### src/hdl/bdft_pkg.sv
// ----------------------------------------------------------------------------
// bdft_pkg
// Shared constants, codes and the command type of the block dirty-flag table.
// ----------------------------------------------------------------------------
`timescale 1ns / 1ps

package bdft_pkg;

  localparam int MAX_BLOCKS_DEF = 15;
  localparam int SUBS_PER_BLOCK = 2;

  localparam int BLK_W      = 4;
  localparam int CNT_W      = 4;
  localparam int CFG_IDX_W  = 2;
  localparam int CFG_DATA_W = 4;
  localparam int BASE_W     = BLK_W + 1;
  localparam int RES_W      = 1;
  localparam int QDEPTH     = 2;
  localparam int LANES      = 8;

  localparam logic [CFG_IDX_W-1:0] REG_BLOCKS_X = 2'd0;
  localparam logic [CFG_IDX_W-1:0] REG_BLOCKS_Y = 2'd1;
  localparam logic [CFG_IDX_W-1:0] REG_BLOCKS_Z = 2'd2;

  localparam logic REQ_QUERY  = 1'b0;
  localparam logic REQ_UPDATE = 1'b1;

  localparam logic [1:0] MODE_BIT_UNSHIFTED = 2'b01;
  localparam logic [1:0] MODE_BIT_SHIFTED   = 2'b10;
  localparam logic [1:0] MARK_RESET         = 2'b01;
  localparam logic [2*LANES-1:0] ROW_RESET  = {LANES{MARK_RESET}};

  typedef struct packed {
    logic              upd;
    logic              sel;
    logic              chg;
    logic [BASE_W-1:0] x0;
    logic [BASE_W-1:0] y0;
    logic [BASE_W-1:0] z0;
  } bdft_cmd_t;

endpackage

### src/hdl/bdft_fifo.sv
// ----------------------------------------------------------------------------
// bdft_fifo
// Small synchronous queue with push/full and pop/empty sides.
// ----------------------------------------------------------------------------
`timescale 1ns / 1ps

module bdft_fifo
  import bdft_pkg::*;
#(
  parameter int W = RES_W
) (
  input  logic         clk,
  input  logic         rst_n,
  input  logic         push,
  output logic         full,
  input  logic [W-1:0] din,
  input  logic         pop,
  output logic         empty,
  output logic [W-1:0] dout
);

  localparam int PW = (QDEPTH > 1) ? $clog2(QDEPTH) : 1;
  localparam int CW = $clog2(QDEPTH + 1);

  logic [W-1:0]  mem_r [QDEPTH];
  logic [PW-1:0] wr_ptr_r, wr_ptr_nxt;
  logic [PW-1:0] rd_ptr_r, rd_ptr_nxt;
  logic [CW-1:0] cnt_r, cnt_nxt;
  logic          do_push, do_pop;

  assign full    = (cnt_r == CW'(QDEPTH));
  assign empty   = (cnt_r == '0);
  assign do_push = push && !full;
  assign do_pop  = pop && !empty;
  assign dout    = mem_r[rd_ptr_r];

  always_comb begin
    wr_ptr_nxt = wr_ptr_r;
    rd_ptr_nxt = rd_ptr_r;
    cnt_nxt    = cnt_r;
    if (do_push) begin
      wr_ptr_nxt = (wr_ptr_r == PW'(QDEPTH - 1)) ? '0 : wr_ptr_r + PW'(1);
    end
    if (do_pop) begin
      rd_ptr_nxt = (rd_ptr_r == PW'(QDEPTH - 1)) ? '0 : rd_ptr_r + PW'(1);
    end
    if (do_push && !do_pop) begin
      cnt_nxt = cnt_r + CW'(1);
    end else if (do_pop && !do_push) begin
      cnt_nxt = cnt_r - CW'(1);
    end
  end

  always_ff @(posedge clk) begin
    if (!rst_n) begin
      wr_ptr_r <= '0;
      rd_ptr_r <= '0;
      cnt_r    <= '0;
    end else begin
      wr_ptr_r <= wr_ptr_nxt;
      rd_ptr_r <= rd_ptr_nxt;
      cnt_r    <= cnt_nxt;
    end
  end

  always_ff @(posedge clk) begin
    if (do_push) begin
      mem_r[wr_ptr_r] <= din;
    end
  end

endmodule

### config.mk
export PLATFORM = sky130hd
export DESIGN_NAME = bdft_fifo
export DESIGN_NICKNAME = d
export VERILOG_FILES = /design/src/hdl/bdft_pkg.sv /design/src/hdl/bdft_fifo.sv
export SDC_FILE = /design/constraint.sdc
export NUM_CORES = 1
export LEC_CHECK = 0
export BUFFER_PORTS_ARGS = -buffer_cell sky130_fd_sc_hd__buf_2
export CORE_AREA = 2 2 39 41
export DETAILED_ROUTE_END_ITERATION = 8
export DIE_AREA = 0 0 41 43
export HOLD_SLACK_MARGIN = 0.15
export SYNTH_ARGS = -nofsm -noshare
export SYNTH_HDL_FRONTEND = slang
export SYNTH_SLANG_ARGS = --single-unit
### constraint.sdc
create_clock -name clk -period 1.6 [get_ports clk]
set_input_delay 0.48 -clock clk [delete_from_list [all_inputs] [get_ports clk]]
set_output_delay 0.48 -clock clk [all_outputs]
set_load 0.01 [all_outputs]
==> results.cfg <==
[run_status]
status = complete, no violations

[floorplan]
rows = 14
die_x_um = 41
coreArea_um2 = 1380
die_y_um = 43
ios = 8
initial_core_util_pct = 22.1
die_area_um2 = 1760

[drt]
drt_iter0_markers = 2
drt-met1-wl_um = 240
dr.max_layer_used = met3
drc = 0
wirelength_um = 564
met2WireLength_um = 299
viasPerCell = 4.09
wl_met3_um = 25
ant_nets = 0
num_vias = 237
dr.pass1.iters = 2
wl_per_cell_um = 9.72

[clock_network]
cts-htree-levels = 1
postCtsHoldBufs = 0
cts_inserted_buffers = 3
cts_tree = built
postCtsSetupBuffers = 0
clk_latency_ns = 0.25
cts.clk_slew.worst_paths_ns = 0.05
cts_sinks = 7
cts_max_path_buffers = 2
cts_resized = 0
cts_root_buffer = clkbuf_4

[synth]
yosysWarnings = 0
synth_top_family_by_area = simple AND/OR/NAND/NOR gates
synthCells = 28
syn_area_um2 = 305
synthMuxAreaShare_pct = 3.69
synth_nets = 34
synth_cell_type_count = 19
synth_sequential_area_ratio_pct = 52.5
ys_top_cells_by_area = dfxtp_1 33%, edfxtp_1 20%, and2_1 6.1%, xnor2_1 5.7%, ha_1 4.1%
yosys.area_share.adder_pct = 4.10
ys_ff_latch = 7
synth_xor_area_share_pct = 8.61
avgSynthCellArea_um2 = 10.9
yosys.area.top_type_share_pct = 32.8
synth_area_leader_cell = dfxtp_1
synth-compound-area-share_pct = 10.7
synthSimpleGateAreaFrac_pct = 18.0

[placement]
io_buffers = 7
gp_routability_congestion = 0.681

[grt]
grt_antenna_before_repair = 0
grt_pass1_vias = 243
grtUsageTotal_pct = 8.56
grt_pass1_wl_um = 952
grt_max_degree = 6
grt.overflow.total = 0

[final_layout]
diodes = 0
nets = 49
drive_gt1_share_pct = 38.1
final_common_cell = buf_2
area_growth_syn_to_layout_pct = 34.0
layout_common_cells = 7 x buf_2, 5 x dfxtp_1, 3 x and2_1, 3 x clkbuf_4, 3 x buf_4

[pwr]
peakVddDrop_mv = 0.546
p_leak_nw = 0.182
power_density_nw_per_um2 = 1830

[hold_path]
hold_depth = 1
min_path_type = in -> reg

[job]
drv_cap = 0

[sta]
clock_skew_ns = 0.00232
finalCriticalPeriod_ns = 1.52
hold_viol_final = 0
slew_violations = 0
slew_headroom_pct = 88.3
fin_crit_sh_pct = 94.9
tightest_slew_ns = 0.175
setup_violations = 0
fmax_mhz = 658
hold-worst-slack_ns = 0.422
rsz0062_at_grt = no
setup_tns_ns = 0

[worst_setup_path]
cp_max_fo = 1
worstSetupEndpointType = output pin
criticalPathCategory = reg -> out
reg2reg_depth = 6
start_kind = flip-flop
arrival_ns = 1.04
cp.required_ns = 1.12
==> layout make-up <==
type	count	area, um^2
fillers	152	975
flip-flops and latches	7	160
multi-input cells	19	138
repair buffers	10	57.6
clock buffers	4	26.3
well taps	16	20.0
inverters	2	7.51
==> critical path: stages (launching register included) <==
cell,delay (ns)
dfxtp_1,0.33
mux2_2,0.33
buf_2,0.14
==> per-layer routing <==
metal | global-route usage, % | vias to the layer above
li1 | - | 123
met2 | 11.6 | 4
met1 | 9.74 | 110
met5 | 0 | -
met4 | 8.00 | 0
met3 | 3.14 | 0
==> power breakdown <==
part / internal (mW) / switching [mW] / leakage [nW]
Clock: 0.0953 / 0.0673 / 0.0150
Combinational: 0.173 / 0.145 / 0.107
Sequential: 0.238 / 0.0319 / 0.0600
Total: 0.506 / 0.244 / 0.182
==> cells in the mapped netlist <==
library cell	instances
mux2_2	1
inv_2	1
dfxtp_1	5
inv_1	1
o21ai_1	1
edfxtp_1	2
o21ai_0	1
and2_1	3
nand2b_1	1
xnor2_1	2
o21a_1	1
a21boi_0	1
and3_1	1
ha_1	1
nor3_2	1
a21boi_1	1
nor2_1	2
or3_1	1
xor2_1	1
==> per-stage QoR <==
step | instances | cell area, um^2 | setup slack [ns] | total power, mW | utilization (%)
6_report | 58 | 409 | 0.0809 | 0.750 | 29.6
5_1_grt | 58 | 409 | 0.0278 | 0.808 | 29.6
4_1_cts | 58 | 409 | 0.0576 | 0.765 | 29.6
3_5_place_dp | 54 | 383 | 0.00921 | 0.590 | 27.7
3_3_place_gp | 54 | 383 | 0.0656 | 0.579 | 27.7
2_1_floorplan | 28 | 305 | 0.129 | 0.468 | -
==> cell families (layout without fill, tap and decap cells) <==
logic type / count (synthesis) / after routing
compound gates: 5 / 5
xor+xnor: 3 / 3
fa+ha+maj: 1 / 1
buf+inv: 2 / 16
flops: 7 / 7
mux: 1 / 1
simple gates: 9 / 9
==> worst paths after layout <==
kind,from,to,slack [ns]
worst max register to register,cnt_r[1]$_SDFFE_PN0P_,cnt_r[1]$_SDFFE_PN0P_,0.11
worst max-delay path,flip-flop,dout,0.08
worst min register to register,cnt_r[1]$_SDFFE_PN0P_,cnt_r[1]$_SDFFE_PN0P_,0.53
worst min-delay path,din,mem_r[0]$_DFFE_PP_,0.42
(Power assumes the default switching activity.)
