[src/hdl/bdft_pkg.sv]
// ----------------------------------------------------------------------------
// bdft_pkg
// Shared constants, codes and the command type of the block dirty-flag table.
// ----------------------------------------------------------------------------
`timescale 1ns / 1ps

package bdft_pkg;

  localparam int MAX_BLOCKS_DEF = 15;
  localparam int SUBS_PER_BLOCK = 2;

  localparam int BLK_W      = 4;
  localparam int CNT_W      = 4;
  localparam int CFG_IDX_W  = 2;
  localparam int CFG_DATA_W = 4;
  localparam int BASE_W     = BLK_W + 1;
  localparam int RES_W      = 1;
  localparam int QDEPTH     = 2;
  localparam int LANES      = 8;

  localparam logic [CFG_IDX_W-1:0] REG_BLOCKS_X = 2'd0;
  localparam logic [CFG_IDX_W-1:0] REG_BLOCKS_Y = 2'd1;
  localparam logic [CFG_IDX_W-1:0] REG_BLOCKS_Z = 2'd2;

  localparam logic REQ_QUERY  = 1'b0;
  localparam logic REQ_UPDATE = 1'b1;

  localparam logic [1:0] MODE_BIT_UNSHIFTED = 2'b01;
  localparam logic [1:0] MODE_BIT_SHIFTED   = 2'b10;
  localparam logic [1:0] MARK_RESET         = 2'b01;
  localparam logic [2*LANES-1:0] ROW_RESET  = {LANES{MARK_RESET}};

  typedef struct packed {
    logic              upd;
    logic              sel;
    logic              chg;
    logic [BASE_W-1:0] x0;
    logic [BASE_W-1:0] y0;
    logic [BASE_W-1:0] z0;
  } bdft_cmd_t;

endpackage

[src/hdl/bdft_front.sv]
// ----------------------------------------------------------------------------
// bdft_front
// Input stage: takes requests and turns them into sub-block commands.
// ----------------------------------------------------------------------------
`timescale 1ns / 1ps

module bdft_front
  import bdft_pkg::*;
(
  input  logic             clk,
  input  logic             rst_n,
  input  logic             in_push,
  output logic             in_full,
  input  logic             in_req_type,
  input  logic [BLK_W-1:0] in_block_x,
  input  logic [BLK_W-1:0] in_block_y,
  input  logic [BLK_W-1:0] in_block_z,
  input  logic             in_shifted,
  input  logic             in_changed,
  input  logic             clearing,
  input  logic             cmd_full,
  output logic             cmd_push,
  output bdft_cmd_t        cmd_data
);

  logic      f_vld_r, f_vld_nxt;
  bdft_cmd_t cmd_r;
  logic      accept;

  assign in_full  = clearing || (f_vld_r && cmd_full);
  assign accept   = in_push && !in_full;
  assign cmd_push = f_vld_r && !cmd_full;
  assign cmd_data = cmd_r;

  always_comb begin
    f_vld_nxt = f_vld_r;
    if (accept) begin
      f_vld_nxt = 1'b1;
    end else if (cmd_push) begin
      f_vld_nxt = 1'b0;
    end
  end

  always_ff @(posedge clk) begin
    if (!rst_n) begin
      f_vld_r <= 1'b0;
    end else begin
      f_vld_r <= f_vld_nxt;
    end
  end

  // group origin: twice the block coordinate, plus one when unshifted
  always_ff @(posedge clk) begin
    if (accept) begin
      cmd_r.upd <= (in_req_type == REQ_UPDATE);
      cmd_r.sel <= in_shifted;
      cmd_r.chg <= in_changed;
      cmd_r.x0  <= {in_block_x, ~in_shifted};
      cmd_r.y0  <= {in_block_y, ~in_shifted};
      cmd_r.z0  <= {in_block_z, ~in_shifted};
    end
  end

endmodule

[config.mk]
export PLATFORM = sky130hd
export DESIGN_NAME = bdft_front
export DESIGN_NICKNAME = d
export VERILOG_FILES = /design/src/hdl/bdft_pkg.sv /design/src/hdl/bdft_front.sv
export SDC_FILE = /design/constraint.sdc
export NUM_CORES = 1
export LEC_CHECK = 0
export ABC_AREA = 0
export BUFFER_PORTS_ARGS = -buffer_cell sky130_fd_sc_hd__clkbuf_2
export CORE_MARGIN = 4
export CORE_UTILIZATION = 34
export CTS_CLUSTER_DIAMETER = 120
export CTS_CLUSTER_SIZE = 30
export DETAILED_ROUTE_END_ITERATION = 7
export PLACE_DENSITY_LB_ADDON = 0.05
export SLEW_MARGIN = 20
export SYNTH_ARGS = -nofsm -noshare
export SYNTH_HDL_FRONTEND = slang
export SYNTH_SLANG_ARGS = --single-unit
export TNS_END_PERCENT = 50
[constraint.sdc]
create_clock -name clk -period 1.6 [get_ports clk]
set_clock_uncertainty 0.05 [all_clocks]
set_input_delay 0.32 -clock clk [delete_from_list [all_inputs] [get_ports clk]]
set_output_delay 0.32 -clock clk [all_outputs]
set_load 0.05 [all_outputs]
==> run metrics <==
Synth top area share=0.850; Critical Path RT=between 1000 and 1500 ps; setup TNS=0 ps; Syn Std Cell Area=roughly 570 um^2; cell count after synthesis=26; first-pass GRT wire length=1550 um; FF-to-FF path depth=2; end point of the critical path=in_full; FMAX=slightly below 0.7 GHz; main combinational cell family by area after synthesis=simple AND/OR/NAND/NOR gates; area delta synth->final=42.3%; Switch Pwr=229 uW; Final Hold Fails=0; Hold Path Class=in -> reg; Setup CP Type=reg -> out; Sw Ratio=0.264; Cells after DPL=80; final worst setup slack=about 130 ps; Final Non-Filler Cells=84; via count=approximately 360; Tmin final=1470 ps; syn_nets=46; reg-to-reg critical path startpoint=f_vld_r; Tot Pwr=around 870 uW; Simple-Gate Fraction of Synth Area=0.0531; Max Cap Viol=0; proportion of synthesized area in mux cells=0; Avg Inst Size Synth=21.8 um^2; Post-Synth Adder-Cell Area=0; initial antenna violation count=0; Post-route DRC=0; CTS sink cnt=17; Die Span Y=just under 50 um; PostCTS Resize Cnt=0; final worst-path cycle share=0.919; clock power share=0.249; largest net degree at the start of global routing=17; Slew HR=0.808; Clock Latency Late Sink=roughly 280 ps; internal power=approximately 640 uW; first-pass detailed-route iteration total=2; Clock transition at path regs=~100 ps; Clock H-tree levels=1; Comb power frac=0.157; final wirelength=985 um; Reg2Reg Setup Slack=560 ps; RSZ-0062 raised after global routing=false; layout cells sized above 1=0.691; # hold bufs at CTS=0; Leak=between 0.3 and 0.4 nW; Ports=40; clock buffer count from CTS=3; number of global-route vias before repair=between 300 and 400; status=complete, no violations; post-CTS setup buffers=0; Yosys cell types=10; die width=48.8 um; core area=~1500 um^2; Rows=14; Nets=89; fin. max-slew vios=0; Congestion Overflow GR=0; post-placement worst setup slack=~350 ps; Final Core Density=0.522; first-iteration detailed-routing DRC count=1; TritonCTS clock tree=done; Final Setup Violations=0; Setup crit start=f_vld_r; Initial Util=0.367; worst-case clock buffer depth=2; die area=around 2400 um^2; critical path peak fanout=3; WL per Instance=~12 um; count of input and output buffers=39; register share of total power=0.594; CP Launch Type=flip-flop; register area share after synthesis=0.885; Diodes inserted=0; gr usage total=0.0866; PwrDens=roughly 1100 nW/um^2; Yosys reg bits=17; vias per cell=4.23; Reg2Reg Capture Point=cmd_data[8]; worst slew pin tran=289 ps; Final GP Congestion=between 0.6 and 0.7; Setup crit end kind=primary output; cell taking the most area after synthesis=edfxtp_1; Synth Area in XOR/XNOR=0; main area contributors after synthesis=edfxtp_1 (85%), dfxtp_1 (3.5%), buf_4 (2.7%); critical path arrival=1100 ps; CTS root buffer=clkbuf_4; Synth Area in Compound Gates=0.0288; antenna-violating nets left=0; Max VDD drop=0.546 mV; YS warnings=0
[synth_stat cells]
library cell	count
a21boi_2	1
a21oi_1	1
buf_4	2
dfxtp_1	1
edfxtp_1	16
inv_1	1
nand2_1	1
nand2b_1	1
nand2b_4	1
nor2b_1	1
[critical path, cell delays in order (launching register included)]
cell	delay (ps)
dfxtp_1	380
nand2_1	90
nand2b_1	80
clkbuf_2	270
[logic make-up (layout without fill, tap and decap cells)]
kind of cell,after synthesis,in the layout
AND/OR/NAND/NOR,4,4
AO/OA/AOI/OAI,2,2
flip-flops,17,17
buffers and inverters,3,45
[power by group through the flow]
stage / Sequential (mW) / Combinational (mW) / Clock, mW
final: 0.515 / 0.136 / 0.216
after floorplan: 0.585 / 0.0334 / 0
after detailed placement: 0.525 / 0.138 / 0
after CTS: 0.515 / 0.138 / 0.227
after global placement: 0.525 / 0.137 / 0
after global routing: 0.517 / 0.143 / 0.251
[through the flow]
step | area [um^2] | hold WS [ps]
after global routing | 805 | 131
after global placement | 777 | 447
final | 805 | 155
after CTS | 805 | 145
after detailed placement | 777 | 449
after floorplan | 569 | 369
[how the worst min path moves through the flow]
stage                     slack, ps           end     startpoint  cells after the start
after CTS                       150   cmd_data[3]  in_block_z[2]                      1
after detailed placement        450  cmd_data[17]    in_req_type                      1
final                           160   cmd_data[3]  in_block_z[2]                      1
after floorplan                 370  cmd_data[11]  in_block_x[0]                      0
after global placement          450   cmd_data[2]  in_block_z[1]                      1
after global routing            130  cmd_data[14]  in_block_x[3]                      1
[flip-flops by register name, indices dropped and copies added (netlist names)]
| name | flops |
|---|---|
| cmd_data | 16 |
| f_vld_r | 1 |
[cells in the final DEF, fill, tap and decap left out]
master,Yosys,layout
edfxtp_1,16,16
nand2b_4,1,1
nand2_1,1,1
a21boi_2,1,1
a21oi_2,0,1
nand2b_1,1,1
clkinv_2,0,1
dfxtp_1,1,1
nor2b_1,1,1
clkbuf_4,0,3
buf_4,2,1
inv_1,1,1
clkbuf_2,0,39
[layout make-up]
cell class / instances / area, um^2
tap: 16 / 20.0
fill: 143 / 737
multi-input combinational: 6 / 50.0
sequential: 17 / 500
timing repair buffer: 40 / 203
inverter: 1 / 3.75
clock buffer: 3 / 22.5
clock inverter: 1 / 5.00
[per-layer routing]
metal  global-route usage  up-vias  part of all wire
li1                     -      177                 -
met1               0.0830      154              0.33
met2                0.143       24              0.52
met3               0.0550        0              0.15
met4               0.0404        0                 0
met5                    0        -                 0
(Power assumes the default switching activity.)
